===== src/design/lpmr_pkg.sv =====
package lpmr_pkg;

	localparam int FEEDBACK_CLEAR_PERIOD_DEF = 560;

	localparam int CFG_DATA_W = 32;
	localparam int CFG_ADDR_W = 3;
	localparam int SEED_W     = 7;

	// register index taken from paddr[2]
	localparam logic REG_RANDOM_SEED = 1'b0;

	localparam logic [SEED_W-1:0] SEED_RESET = 7'b1110011;

	localparam logic [7:0] SNAKE_BODY = 8'b0000_0111;
	localparam logic [7:0] QUEUE_TOP  = 8'b1000_0000;
	localparam logic [7:0] COUNT_MAX  = 8'd255;
	localparam logic [3:0] DIGIT_MAX  = 4'd9;
	localparam logic [3:0] SNAKE_TURN = 4'd5;
	localparam logic [2:0] SNAKE_END  = 3'd5;

	localparam logic [3:0] PAT_IDLE    = 4'd0;
	localparam logic [3:0] PAT_BIN_UP  = 4'd1;
	localparam logic [3:0] PAT_BIN_DN  = 4'd2;
	localparam logic [3:0] PAT_GRAY_UP = 4'd3;
	localparam logic [3:0] PAT_GRAY_DN = 4'd4;
	localparam logic [3:0] PAT_BCD_UP  = 4'd5;
	localparam logic [3:0] PAT_BCD_DN  = 4'd6;
	localparam logic [3:0] PAT_SNAKE   = 4'd7;
	localparam logic [3:0] PAT_QUEUE   = 4'd8;
	localparam logic [3:0] PAT_RANDOM  = 4'd9;

	typedef enum logic [9:0] {
		M_IDLE    = 10'b00_0000_0001,
		M_BIN_UP  = 10'b00_0000_0010,
		M_BIN_DN  = 10'b00_0000_0100,
		M_GRAY_UP = 10'b00_0000_1000,
		M_GRAY_DN = 10'b00_0001_0000,
		M_BCD_UP  = 10'b00_0010_0000,
		M_BCD_DN  = 10'b00_0100_0000,
		M_SNAKE   = 10'b00_1000_0000,
		M_QUEUE   = 10'b01_0000_0000,
		M_RANDOM  = 10'b10_0000_0000
	} mode_t;

	typedef struct packed {
		logic [7:0] leds;
		logic [3:0] pattern;
	} result_t;

	function automatic logic [3:0] mode_num(mode_t m);
		logic [3:0] r;
		unique case (m)
			M_BIN_UP:  r = PAT_BIN_UP;
			M_BIN_DN:  r = PAT_BIN_DN;
			M_GRAY_UP: r = PAT_GRAY_UP;
			M_GRAY_DN: r = PAT_GRAY_DN;
			M_BCD_UP:  r = PAT_BCD_UP;
			M_BCD_DN:  r = PAT_BCD_DN;
			M_SNAKE:   r = PAT_SNAKE;
			M_QUEUE:   r = PAT_QUEUE;
			M_RANDOM:  r = PAT_RANDOM;
			default:   r = PAT_IDLE;
		endcase
		return r;
	endfunction

	function automatic mode_t mode_next(mode_t m);
		mode_t r;
		unique case (m)
			M_BIN_UP:  r = M_BIN_DN;
			M_BIN_DN:  r = M_GRAY_UP;
			M_GRAY_UP: r = M_GRAY_DN;
			M_GRAY_DN: r = M_BCD_UP;
			M_BCD_UP:  r = M_BCD_DN;
			M_BCD_DN:  r = M_SNAKE;
			M_SNAKE:   r = M_QUEUE;
			M_QUEUE:   r = M_RANDOM;
			M_RANDOM:  r = M_BIN_UP;
			default:   r = M_IDLE;
		endcase
		return r;
	endfunction

	function automatic mode_t mode_prev(mode_t m);
		mode_t r;
		unique case (m)
			M_BIN_UP:  r = M_RANDOM;
			M_BIN_DN:  r = M_BIN_UP;
			M_GRAY_UP: r = M_BIN_DN;
			M_GRAY_DN: r = M_GRAY_UP;
			M_BCD_UP:  r = M_GRAY_DN;
			M_BCD_DN:  r = M_BCD_UP;
			M_SNAKE:   r = M_BCD_DN;
			M_QUEUE:   r = M_SNAKE;
			M_RANDOM:  r = M_QUEUE;
			default:   r = M_IDLE;
		endcase
		return r;
	endfunction

endpackage


===== src/design/lpmr_in_if.sv =====
interface lpmr_in_if;
	logic valid;
	logic ready;
	logic prev_button_level;
	logic next_button_level;

	modport source (output valid, output prev_button_level, output next_button_level,
		input ready);
	modport sink (input valid, input prev_button_level, input next_button_level,
		output ready);
endinterface


===== src/design/lpmr_out_if.sv =====
interface lpmr_out_if;
	logic       valid;
	logic       ready;
	logic [7:0] leds;
	logic [3:0] pattern;

	modport source (output valid, output leds, output pattern, input ready);
	modport sink (input valid, input leds, input pattern, output ready);
endinterface


===== src/design/lpmr_cfg.sv =====
module lpmr_cfg (
	input  logic                              clk,
	input  logic                              arst_n,
	input  logic                              psel,
	input  logic                              penable,
	input  logic                              pwrite,
	input  logic [lpmr_pkg::CFG_ADDR_W-1:0]  paddr,
	input  logic [lpmr_pkg::CFG_DATA_W-1:0]  pwdata,
	output logic [lpmr_pkg::CFG_DATA_W-1:0]  prdata,
	output logic                              pready,
	output logic [lpmr_pkg::SEED_W-1:0]      seed
);
	import lpmr_pkg::*;

	logic [SEED_W-1:0] seed_q;
	logic              wr_en;

	assign pready = 1'b1;
	assign wr_en  = psel && penable && pwrite && pready;
	assign seed   = seed_q;

	always_ff @(posedge clk or negedge arst_n) begin
		if (!arst_n) begin
			seed_q <= SEED_RESET;
		end else if (wr_en && paddr[2] == REG_RANDOM_SEED) begin
			seed_q <= pwdata[SEED_W-1:0];
		end
	end

	always_comb begin
		prdata = '0;
		if (paddr[2] == REG_RANDOM_SEED) begin
			prdata = {{(CFG_DATA_W-SEED_W){1'b0}}, seed_q};
		end
	end
endmodule


===== src/design/lpmr_core.sv =====
module lpmr_core #(
	parameter int FEEDBACK_CLEAR_PERIOD = lpmr_pkg::FEEDBACK_CLEAR_PERIOD_DEF
) (
	input  logic                          clk,
	input  logic                          arst_n,
	input  logic                          accept,
	input  logic                          prev_level,
	input  logic                          next_level,
	input  logic [lpmr_pkg::SEED_W-1:0]  seed,
	output lpmr_pkg::result_t             res
);
	import lpmr_pkg::*;

	localparam int RC_W = $clog2(FEEDBACK_CLEAR_PERIOD + 1);

	mode_t             mode_q, mode_n;
	logic              last_p_q, last_n_q;
	logic [7:0]        count_q, count_n;
	logic [3:0]        tens_q, tens_n, units_q, units_n;
	logic [2:0]        pos_q, pos_n;
	logic [3:0]        step_q, step_n;
	logic [7:0]        filled_q, filled_n, moving_q, moving_n;
	logic [SEED_W-1:0] sr_q, sr_n;
	logic              fb_q, fb_n;
	logic [2:0]        tap_q, tap_n;
	logic [RC_W-1:0]   rc_q, rc_n, rc_inc;
	logic [7:0]        leds_c;
	logic [7:0]        sr_ext;
	logic [3:0]        tens_e, units_e, step_e;
	logic [2:0]        pos_e;
	logic [3:0]        cur_pat;
	logic              p_rise, n_rise, p_fall, n_fall, prev_first, go_back;
	logic              enter;
	mode_t             target;

	assign cur_pat = mode_num(mode_q);
	assign sr_ext  = {1'b0, sr_q};
	assign rc_inc  = rc_q + 1'b1;

	assign p_rise = !last_p_q && prev_level;
	assign n_rise = !last_n_q && next_level;
	assign p_fall = last_p_q && !prev_level;
	assign n_fall = last_n_q && !next_level;
	assign prev_first = mode_q == M_BIN_UP || mode_q == M_QUEUE || mode_q == M_RANDOM;
	assign go_back = p_fall && (prev_first || !n_fall);

	// mode change after this tick, chosen from the button edges
	always_comb begin
		enter  = 1'b0;
		target = M_IDLE;
		if (cur_pat == PAT_IDLE) begin
			if (p_rise) begin
				enter  = 1'b1;
				target = M_BIN_DN;
			end else if (n_rise) begin
				enter  = 1'b1;
				target = M_BIN_UP;
			end
		end else if (p_fall || n_fall) begin
			enter  = 1'b1;
			target = go_back ? mode_prev(mode_q) : mode_next(mode_q);
		end
	end

	always_comb begin
		mode_n   = mode_q;
		count_n  = count_q;
		tens_n   = tens_q;
		units_n  = units_q;
		pos_n    = pos_q;
		step_n   = step_q;
		filled_n = filled_q;
		moving_n = moving_q;
		sr_n     = sr_q;
		fb_n     = fb_q;
		tap_n    = tap_q;
		rc_n     = rc_q;
		leds_c   = '0;
		tens_e   = tens_q;
		units_e  = units_q;
		step_e   = step_q;
		pos_e    = pos_q;

		case (mode_q)
			M_BIN_UP: begin
				leds_c  = count_q;
				count_n = count_q + 1'b1;
			end
			M_BIN_DN: begin
				leds_c  = count_q;
				count_n = count_q - 1'b1;
			end
			M_GRAY_UP: begin
				leds_c  = count_q ^ (count_q >> 1);
				count_n = count_q + 1'b1;
			end
			M_GRAY_DN: begin
				leds_c  = count_q ^ (count_q >> 1);
				count_n = count_q - 1'b1;
			end
			M_BCD_UP: begin
				if (tens_q > DIGIT_MAX || units_q > DIGIT_MAX) begin
					tens_e  = '0;
					units_e = '0;
				end
				leds_c = {tens_e, units_e};
				if (units_e == DIGIT_MAX) begin
					units_n = '0;
					tens_n  = (tens_e == DIGIT_MAX) ? 4'd0 : tens_e + 1'b1;
				end else begin
					units_n = units_e + 1'b1;
					tens_n  = tens_e;
				end
			end
			M_BCD_DN: begin
				if (tens_q > DIGIT_MAX || units_q > DIGIT_MAX) begin
					tens_e  = DIGIT_MAX;
					units_e = DIGIT_MAX;
				end
				leds_c = {tens_e, units_e};
				if (units_e == 4'd0) begin
					units_n = DIGIT_MAX;
					tens_n  = (tens_e == 4'd0) ? DIGIT_MAX : tens_e - 1'b1;
				end else begin
					units_n = units_e - 1'b1;
					tens_n  = tens_e;
				end
			end
			M_SNAKE: begin
				if (step_q > DIGIT_MAX || pos_q > SNAKE_END) begin
					step_e = '0;
					pos_e  = '0;
				end
				leds_c = SNAKE_BODY << pos_e;
				pos_n  = (step_e < SNAKE_TURN) ? pos_e + 1'b1 : pos_e - 1'b1;
				step_n = (step_e == DIGIT_MAX) ? 4'd0 : step_e + 1'b1;
			end
			M_QUEUE: begin
				// lit bit lands on the top or on a filled bit
				if (|(filled_q & {moving_q[6:0], 1'b0}) || moving_q == QUEUE_TOP) begin
					filled_n = filled_q | moving_q;
					leds_c   = filled_n;
					moving_n = 8'd1;
				end else begin
					leds_c   = filled_q | moving_q;
					moving_n = {moving_q[6:0], 1'b0};
				end
				if (filled_n == COUNT_MAX) begin
					filled_n = '0;
				end
			end
			M_RANDOM: begin
				leds_c = {1'b0, sr_q};
				fb_n   = fb_q ^ sr_ext[tap_q];
				sr_n   = {fb_n, sr_q[SEED_W-1:1]};
				tap_n  = tap_q + 1'b1;
				rc_n   = rc_inc;
				if (rc_inc >= RC_W'(FEEDBACK_CLEAR_PERIOD)) begin
					rc_n  = '0;
					fb_n  = 1'b0;
					tap_n = '0;
				end
			end
			default: begin
				leds_c = '0;
			end
		endcase

		if (enter) begin
			mode_n   = target;
			count_n  = (target == M_BIN_DN || target == M_GRAY_DN) ? COUNT_MAX : 8'd0;
			tens_n   = (target == M_BCD_DN) ? DIGIT_MAX : 4'd0;
			units_n  = (target == M_BCD_DN) ? DIGIT_MAX : 4'd0;
			pos_n    = '0;
			step_n   = '0;
			filled_n = '0;
			moving_n = 8'd1;
			sr_n     = seed;
			fb_n     = 1'b0;
			tap_n    = '0;
			rc_n     = '0;
		end
	end

	assign res.leds    = leds_c;
	assign res.pattern = cur_pat;

	always_ff @(posedge clk or negedge arst_n) begin
		if (!arst_n) begin
			mode_q   <= M_IDLE;
			last_p_q <= 1'b0;
			last_n_q <= 1'b0;
			count_q  <= '0;
			tens_q   <= '0;
			units_q  <= '0;
			pos_q    <= '0;
			step_q   <= '0;
			filled_q <= '0;
			moving_q <= 8'd1;
			sr_q     <= SEED_RESET;
			fb_q     <= 1'b0;
			tap_q    <= '0;
			rc_q     <= '0;
		end else if (accept) begin
			mode_q   <= mode_n;
			last_p_q <= prev_level;
			last_n_q <= next_level;
			count_q  <= count_n;
			tens_q   <= tens_n;
			units_q  <= units_n;
			pos_q    <= pos_n;
			step_q   <= step_n;
			filled_q <= filled_n;
			moving_q <= moving_n;
			sr_q     <= sr_n;
			fb_q     <= fb_n;
			tap_q    <= tap_n;
			rc_q     <= rc_n;
		end
	end

	// idle with no rising edge stays idle
	a_idle_holds: assert property (@(posedge clk) disable iff (!arst_n)
		accept && cur_pat == PAT_IDLE && !p_rise && !n_rise |=> cur_pat == PAT_IDLE)
		else $error("idle left without a rising edge");

	// running pattern without a press keeps its mode
	a_mode_holds: assert property (@(posedge clk) disable iff (!arst_n)
		accept && cur_pat != PAT_IDLE && !p_fall && !n_fall |=> $stable(mode_q))
		else $error("mode changed without a press");
endmodule


===== src/design/led_pattern_mode_ring.sv =====
// latency: the result of a tick transfer is registered and presented in the cycle after it is accepted
// throughput: one tick per cycle while the output is not stalled; all pattern state updates go
// through the core state registers, input stalls only while a result is unread
// reset (arst_n low, asynchronous): idle mode, last button levels 0, seed 115,
// output register empty
module led_pattern_mode_ring #(
	parameter int FEEDBACK_CLEAR_PERIOD = lpmr_pkg::FEEDBACK_CLEAR_PERIOD_DEF
) (
	input  logic                              clk,
	input  logic                              arst_n,
	lpmr_in_if.sink                           in_ch,
	lpmr_out_if.source                        out_ch,
	input  logic                              psel,
	input  logic                              penable,
	input  logic                              pwrite,
	input  logic [lpmr_pkg::CFG_ADDR_W-1:0]  paddr,
	input  logic [lpmr_pkg::CFG_DATA_W-1:0]  pwdata,
	output logic [lpmr_pkg::CFG_DATA_W-1:0]  prdata,
	output logic                              pready
);
	import lpmr_pkg::*;

	logic              out_valid_q;
	result_t           res_c, res_q;
	logic              accept;
	logic [SEED_W-1:0] seed;

	assign in_ch.ready = !out_valid_q || out_ch.ready;
	assign accept      = in_ch.valid && in_ch.ready;

	lpmr_cfg u_cfg (
		.clk     (clk),
		.arst_n  (arst_n),
		.psel    (psel),
		.penable (penable),
		.pwrite  (pwrite),
		.paddr   (paddr),
		.pwdata  (pwdata),
		.prdata  (prdata),
		.pready  (pready),
		.seed    (seed)
	);

	lpmr_core #(
		.FEEDBACK_CLEAR_PERIOD(FEEDBACK_CLEAR_PERIOD)
	) u_core (
		.clk        (clk),
		.arst_n     (arst_n),
		.accept     (accept),
		.prev_level (in_ch.prev_button_level),
		.next_level (in_ch.next_button_level),
		.seed       (seed),
		.res        (res_c)
	);

	always_ff @(posedge clk or negedge arst_n) begin
		if (!arst_n) begin
			out_valid_q <= 1'b0;
		end else if (accept) begin
			out_valid_q <= 1'b1;
		end else if (out_ch.ready) begin
			out_valid_q <= 1'b0;
		end
	end

	always_ff @(posedge clk) begin
		if (accept) begin
			res_q <= res_c;
		end
	end

	assign out_ch.valid   = out_valid_q;
	assign out_ch.leds    = res_q.leds;
	assign out_ch.pattern = res_q.pattern;

	a_result_follows: assert property (@(posedge clk) disable iff (!arst_n)
		accept |=> out_valid_q)
		else $error("accepted tick produced no result");

	a_stall_blocks: assert property (@(posedge clk) disable iff (!arst_n)
		out_valid_q && !out_ch.ready |-> !in_ch.ready)
		else $error("tick taken while result is stalled");

	a_idle_dark: assert property (@(posedge clk) disable iff (!arst_n)
		out_valid_q && out_ch.pattern == PAT_IDLE |-> out_ch.leds == 8'd0)
		else $error("leds lit while idle");
endmodule


===== src/flat_wrapper.sv =====
// flat-port wrapper written by rule: the top's interface ports become plain ports
module led_pattern_mode_ring_flat import lpmr_pkg::*;
#(
	parameter int FEEDBACK_CLEAR_PERIOD = lpmr_pkg::FEEDBACK_CLEAR_PERIOD_DEF
)
  (clk, arst_n, psel, penable, pwrite, paddr, pwdata, prdata, pready, in_ch_valid, in_ch_prev_button_level, in_ch_next_button_level, in_ch_ready, out_ch_valid, out_ch_leds, out_ch_pattern, out_ch_ready);
  lpmr_in_if in_ch_i ();
  lpmr_out_if out_ch_i ();
  input  logic clk;
  input  logic arst_n;
  input  logic psel;
  input  logic penable;
  input  logic pwrite;
  input  logic [lpmr_pkg::CFG_ADDR_W-1:0] paddr;
  input  logic [lpmr_pkg::CFG_DATA_W-1:0] pwdata;
  output logic [lpmr_pkg::CFG_DATA_W-1:0] prdata;
  output logic pready;
  input wire logic [$bits(in_ch_i.valid)-1:0] in_ch_valid;
  input wire logic [$bits(in_ch_i.prev_button_level)-1:0] in_ch_prev_button_level;
  input wire logic [$bits(in_ch_i.next_button_level)-1:0] in_ch_next_button_level;
  output wire logic [$bits(in_ch_i.ready)-1:0] in_ch_ready;
  output wire logic [$bits(out_ch_i.valid)-1:0] out_ch_valid;
  output wire logic [$bits(out_ch_i.leds)-1:0] out_ch_leds;
  output wire logic [$bits(out_ch_i.pattern)-1:0] out_ch_pattern;
  input wire logic [$bits(out_ch_i.ready)-1:0] out_ch_ready;
  assign in_ch_i.valid = in_ch_valid;
  assign in_ch_i.prev_button_level = in_ch_prev_button_level;
  assign in_ch_i.next_button_level = in_ch_next_button_level;
  assign in_ch_ready = in_ch_i.ready;
  assign out_ch_valid = out_ch_i.valid;
  assign out_ch_leds = out_ch_i.leds;
  assign out_ch_pattern = out_ch_i.pattern;
  assign out_ch_i.ready = out_ch_ready;
  led_pattern_mode_ring #(.FEEDBACK_CLEAR_PERIOD(FEEDBACK_CLEAR_PERIOD)) u_core (.clk(clk), .arst_n(arst_n), .in_ch(in_ch_i), .out_ch(out_ch_i), .psel(psel), .penable(penable), .pwrite(pwrite), .paddr(paddr), .pwdata(pwdata), .prdata(prdata), .pready(pready));
endmodule

===== config.mk =====
export PLATFORM = sky130hd
export DESIGN_NAME = led_pattern_mode_ring_flat
export DESIGN_NICKNAME = d
export VERILOG_FILES = /design/src/design/lpmr_pkg.sv /design/src/design/lpmr_in_if.sv /design/src/design/lpmr_out_if.sv /design/src/design/lpmr_cfg.sv /design/src/design/lpmr_core.sv /design/src/design/led_pattern_mode_ring.sv /design/src/flat_wrapper.sv
export SDC_FILE = /design/constraint.sdc
export NUM_CORES = 1
export LEC_CHECK = 0
export BUFFER_PORTS_ARGS = -buffer_cell sky130_fd_sc_hd__buf_2
export CAP_MARGIN = 20
export CELL_PAD_IN_SITES_DETAIL_PLACEMENT = 1
export CELL_PAD_IN_SITES_GLOBAL_PLACEMENT = 1
export CORE_MARGIN = 2
export CORE_UTILIZATION = 44
export DETAILED_ROUTE_END_ITERATION = 8
export PLACE_DENSITY = 0.91
export SLEW_MARGIN = 20
export SYNTH_ARGS = -nofsm -noshare
export SYNTH_HDL_FRONTEND = slang
export SYNTH_HIERARCHICAL = 1
export SYNTH_SLANG_ARGS = --single-unit

===== constraint.sdc =====
create_clock -name clk -period 4.05 [get_ports clk]
set_input_delay 0 -clock clk [delete_from_list [all_inputs] [get_ports clk]]
set_output_delay 0 -clock clk [all_outputs]
set_load 0.005 [all_outputs]

Word-level counts from Yosys, hierarchy flattened
Index checks and enable logic that the tools add are counted.
{"block": "totals", "ff_bits": 92, "input_bits": 44}
{"block": "op_classes", "n_addsub": 11, "n_lt_le_gt_ge": 7, "eq_ne": 17, "shifts": 1, "mux": 69, "bitwise_logic": 5, "reduce_logical": 44}
{"operator": "10-bit case mux with 9 select lines", "count": 2}
{"operator": "4-bit two-way mux", "count": 22}
{"operator": "8-bit two-way mux", "count": 10}
{"operator": "10-bit two-way mux", "count": 6}
{"operator": "8-bit case mux with 7 select lines", "count": 1}
{"operator": "4-bit case mux with 9 select lines", "count": 1}
{"operator": "3-bit two-way mux", "count": 9}
{"operator": "7-bit two-way mux", "count": 3}
{"operator": "10-bit by 3-bit == test with 1-bit output (second input constant)", "count": 2}
{"operator": "10-bit by 5-bit == test with 1-bit output (second input constant)", "count": 2}
{"operator": "10-bit by 7-bit == test with 1-bit output (second input constant)", "count": 2}
{"operator": "8-bit == test (second input constant)", "count": 2}
{"operator": "4-bit case mux with 2 select lines", "count": 2}
{"operator": "8-bit case mux with 2 select lines", "count": 1}
{"operator": "4-bit by 1-bit adder with 4-bit output (second input constant)", "count": 3}
{"operator": "4-bit == test (second input constant)", "count": 3}
{"operator": "4-bit > comparator (second input constant)", "count": 3}
{"operator": "4-bit logical NOT", "count": 3}
{"operator": "2-bit AND reduction", "count": 6}
{"operator": "10-bit by 1-bit adder with 10-bit output (second input constant)", "count": 1}
{"operator": "10-bit == test (second input constant)", "count": 1}
{"operator": "10-bit by 2-bit == test with 1-bit output (second input constant)", "count": 1}
{"operator": "10-bit by 4-bit == test with 1-bit output (second input constant)", "count": 1}
{"operator": "10-bit by 6-bit == test with 1-bit output (second input constant)", "count": 1}
{"operator": "other kinds (27)", "count": 66}

Depth between registers and ports, before layout
{"block": "depth", "ltp_word": 12, "ltp_mapped": 14}

Hierarchy
Netlist, hierarchy kept.
{"module": "lpmr_core", "n_inst": 1, "cells_per_inst": 639, "area_each_um2": 5377.7, "seq_area_each_um2": 1810.5}
{"module": "lpmr_cfg", "n_inst": 1, "cells_per_inst": 50, "area_each_um2": 548.0, "seq_area_each_um2": 181.4}
{"module": "led_pattern_mode_ring", "n_inst": 1, "cells_per_inst": 16, "area_each_um2": 414.1, "seq_area_each_um2": 385.4}

Worst setup path after synthesis
No wires, ideal clock.
{"block": "synth_timing", "path_kind": "register to register", "startpoint": "reg u_core.u_core.mode_q[8]", "endpoint": "reg u_core.u_core.count_q[7]", "setup_ns": 0.082, "t_arrival_ns": 2.991, "t_required_ns": 3.968, "path_slack_ns": 0.977, "stages_incl_launch_ff": 14, "synth_period_minus_slack_ns": 3.073, "path_cell_list": "dfrtp_1 -> buf_2 -> nor4_1 -> and3_1 -> and3b_1 -> or2_2 -> ha_1 -> a21oi_1 -> o211ai_1 -> nor4_1 -> nor3_1 -> xor2_1 -> o21ba_2 -> o22ai_1"}
{"block": "synth_between", "elab_chain_cells": 12, "word_cells_on_any_way": 31}
{"element": "start, declared", "line": "lpmr_core.sv:16", "rtl": "mode_t mode_q, mode_n;"}
{"element": "start signal, assigned", "line": "lpmr_core.sv:205", "rtl": "mode_q <= mode_n;"}
{"element": "branches (longest 12 deep; another with 10-bit == test)"}
{"element": "end signal, assigned", "line": "lpmr_core.sv:208", "rtl": "count_q <= count_n;"}
{"element": "end, declared", "line": "lpmr_core.sv:18", "rtl": "logic [7:0] count_q, count_n;"}
Parallel ways; which one is timed is not known.
A chain may end at the register's enable or synchronous reset.

Worst setup path after layout
{"block": "layout_timing", "startpoint": "reg u_core.u_core.mode_q[7]", "endpoint": "reg u_core.u_core.count_q[7]"}
Same word-level chain as after synthesis.

==> flow_summary.json <==
{
  "finalCriticalPeriod_ns": 3.62,
  "numPortBuffers": 37,
  "grt_start_max_net_pins": 81,
  "worst_hold_startpoint": "penable",
  "drt_iter0_markers": 588,
  "setup_viol": 0,
  "timing.final.hold_violations": 0,
  "grt_setup_unrepaired": "no",
  "synth.yosys.seq_area_share_pct": 37.5,
  "finalWeightedCongestion": 0.909,
  "ratio_of_final_minimum_period_to_clock_period_pct": 89.3,
  "diodes": 0,
  "clk-insertion-delay-late_ns": 0.36,
  "drive_above_1_share_pct": 15.7,
  "cp.required_ns": 4.33,
  "synth_edf_count": 12,
  "synth_most_common_cell": "nand2_1",
  "cp_data_arrival_time_ns": 3.90,
  "dpl.hpwl_mm": 13.7,
  "netlist-cell-type-count": 87,
  "tritoncts_num_sinks": 92,
  "family_with_the_most_delay_on_the_worst_path": "simple AND/OR/NAND/NOR gates",
  "worst_setup_path_start_kind": "flop",
  "cell_at_the_slowest_stage_of_the_critical_path": "nor4_1",
  "slew_viol_final": 0,
  "worst_r2r_startpoint": "u_core/u_core/mode_q[7]",
  "crit_buf_inv": 0,
  "cp_cell_sequence": "nor4_1, and2_1, and4b_1, or2_2, ha_1, a21oi_1, o211ai_1, nor4_1, nor3_1, xor2_1, o21ba_2, o22ai_1",
  "die_w_um": 124,
  "global_route.usage.total_pct": 26.6,
  "hold_path_class": "in -> reg",
  "routed_via_density": 6.30,
  "i_o_pin_count": 91,
  "synth_cells": 705,
  "detailedRoute.firstPassIterationCount": 5,
  "ys_top_cells_by_area": "dfrtp_1, edfxtp_1, dfstp_2",
  "synth_largest_type_area_fraction_pct": 26.8,
  "n_fill_cell": 1619,
  "initial_utilization_pct": 45.3,
  "yosys_register_bits": 92,
  "chipHeight_um": 124,
  "vias_in_the_first_global_route": 5966,
  "antenna_found_initial": 0,
  "fmax_mhz": 276,
  "timing.setup.critical_path_class": "reg -> reg",
  "placementRows": 43,
  "synthesis.area_um2": 6340,
  "cts_buffer_depth": 2,
  "fp.coreArea_um2": 14000,
  "crit_path_start": "u_core/u_core/mode_q[7]",
  "num_vias": 5833,
  "flow.area_growth_from_synthesis_pct": 10.1,
  "power_per_cell_area_nw_per_um2": 569,
  "critPathCaptureType": "flop",
  "status": "completed",
  "drt_wl_total_mm": 19.7,
  "clock_tree.htree_level_count": 3,
  "design_power_total_mw": 3.97,
  "globalRoute.totalOverflow": 0,
  "setup_tns_ns": 0,
  "synth_warnings": 6,
  "drc": 0,
  "slew_headroom_pct": 39.7,
  "synth_async_sr_flop_share_pct": 87.0,
  "cts.repair.resized": 0,
  "ys_top_cells_by_count": "nand2_1, dfrtp_1, nor2_1",
  "cts_inserted_buffers": 9,
  "maxCapViolCount": 0,
  "ir_worst_vdd_mv": 0.255,
  "floorplan.die_area_um2": 15400,
  "clk_root_buffer_cell": "clkbuf_16",
  "worst-path-max-fanout": 10,
  "fin_worst_skew_ns": 0.00827,
  "critPathMostFrequentCell": "nor4_1",
  "grt_first_pass_wirelength_mm": 31.5,
  "post-synth-top-area-cell": "dfrtp_1",
  "clk_pin_slew_ns": 0.07,
  "postRouteAntennaNets": 0,
  "worstMarginPinSlew_ns": 0.899,
  "design.final.nets": 805,
  "wire_per_inst_um": 21.3,
  "postSynthAreaPerCell_um2": 8.99,
  "synth_flop_cell": "dfrtp_1",
  "slowest_delay_ns": 0.55,
  "tritoncts": "built",
  "leakagePower_nw": 2.99,
  "minimum_hold_slack_ns": 0.0867
}
what timing repair did:
item	in CTS	in global routing
endpoints found under the hold margin	78	0
buffers inserted	0	0
hold buffers	12	0
per-layer routing:
metal	up-vias	global-route usage, %	part of all wire, %
met2	235	44.8	50
met4	0	11.8	2.6
met3	41	4.95	6.0
met5	-	0	0
met1	2929	33.3	41
li1	2628	-	-
cell usage in the layout, fill, tap and decap left out, types with 7 or more instances in the layout:
master         synthesis  layout
xnor2_1                8       8
nor2_1                57      57
nor3_1                13      13
mux2i_1               13      13
a21oi_1               41      41
dlygate4sd3_1          0      12
o21ai_0               49      49
o22ai_1                8       8
edfxtp_1              12      12
buf_4                 27      10
nand3_1               18      18
clkbuf_16              0       9
inv_1                 15      15
dfrtp_1               68      68
mux2_2                10      10
nand2b_1               7       7
o31ai_1               13      13
o21bai_1               9       9
and2b_2                7       7
conb_1                 2      26
nor2b_1               11      11
nand2_1               83      83
o2111ai_1              8       8
xor2_1                10      10
dfstp_2               12      12
a22o_1                17      17
and3_1                 9       9
a22oi_1                9       9
a31oi_1               15      15
ha_1                  18      18
buf_2                  9      36
cell type report:
class	count	area, µm²	share of cell area (%)
timing repair buffer	59	387	5.54
clock buffer	10	229	3.28
inverter	15	56.3	0.806
tap	180	225	3.23
sequential	92	2380	34.1
multi-input combinational	564	3670	52.5
clock inverter	6	41.3	0.591
registers in the layout, indices dropped and copies added (netlist names), 7 cells and up:
name                    count
u_core/u_core/filled_q      8
u_core/out_ch.leds          8
u_core/u_core/mode_q       10
u_core/u_core/rc_q         10
u_core/u_core/count_q       8
u_core/u_core/sr_q          7
u_core/u_cfg/seed           7
u_core/u_core/moving_q      8
power by group:
| group | internal, mW | leakage, nW | switching, mW |
|---|---|---|---|
| clock network | 0.418 | 0.137 | 0.394 |
| registers | 1.13 | 1.15 | 0.247 |
| logic | 0.669 | 1.71 | 1.11 |
tightest hold or removal path, stage by stage:
cell      delay (ns)
buf_2           0.11
nand4b_4        0.14
mux2_2          0.16
logic make-up (layout without fill, tap and decap cells):
group / after synthesis / after routing / synth area share [%]
buffers and inverters: 73 / 90 / 6.10
adder cells (fa/ha/maj): 20 / 20 / 4.18
XOR/XNOR: 18 / 18 / 2.49
multiplexers: 24 / 24 / 4.18
AND/OR/NAND/NOR: 254 / 254 / 20.8
other: 2 / 26 / 0.118
flip-flops: 92 / 92 / 37.5
AO/OA/AOI/OAI: 222 / 222 / 24.6
through the flow:
step	cells	cell area [µm²]	worst slack, ns	utilization [%]
finish	926	6980	0.432	49.9
global route	926	6980	0.193	49.9
CTS	926	6980	0.492	49.9
detailed placement	898	6590	0.523	47.1
global placement	898	6590	0.729	47.1
floorplan	729	6430	0.977	-
worst paths after layout:
path | depth (start not counted) | slack (ns) | end
setup / recovery | 12 | 0.43 | u_core/u_core/count_q[7]
hold / removal | 3 | 0.09 | u_core/u_cfg/seed[2]
setup reg to reg | 12 | 0.43 | u_core/u_core/count_q[7]
hold reg to reg | 2 | 0.51 | u_core/u_core/sr_q[1]
max in group asynchronous | 2 | 3.25 | u_core/u_core/moving_q[5]
min in group asynchronous | 2 | 0.26 | u_core/u_core/step_q[3]
No activity file was read; power rests on OpenSTA's default activity.
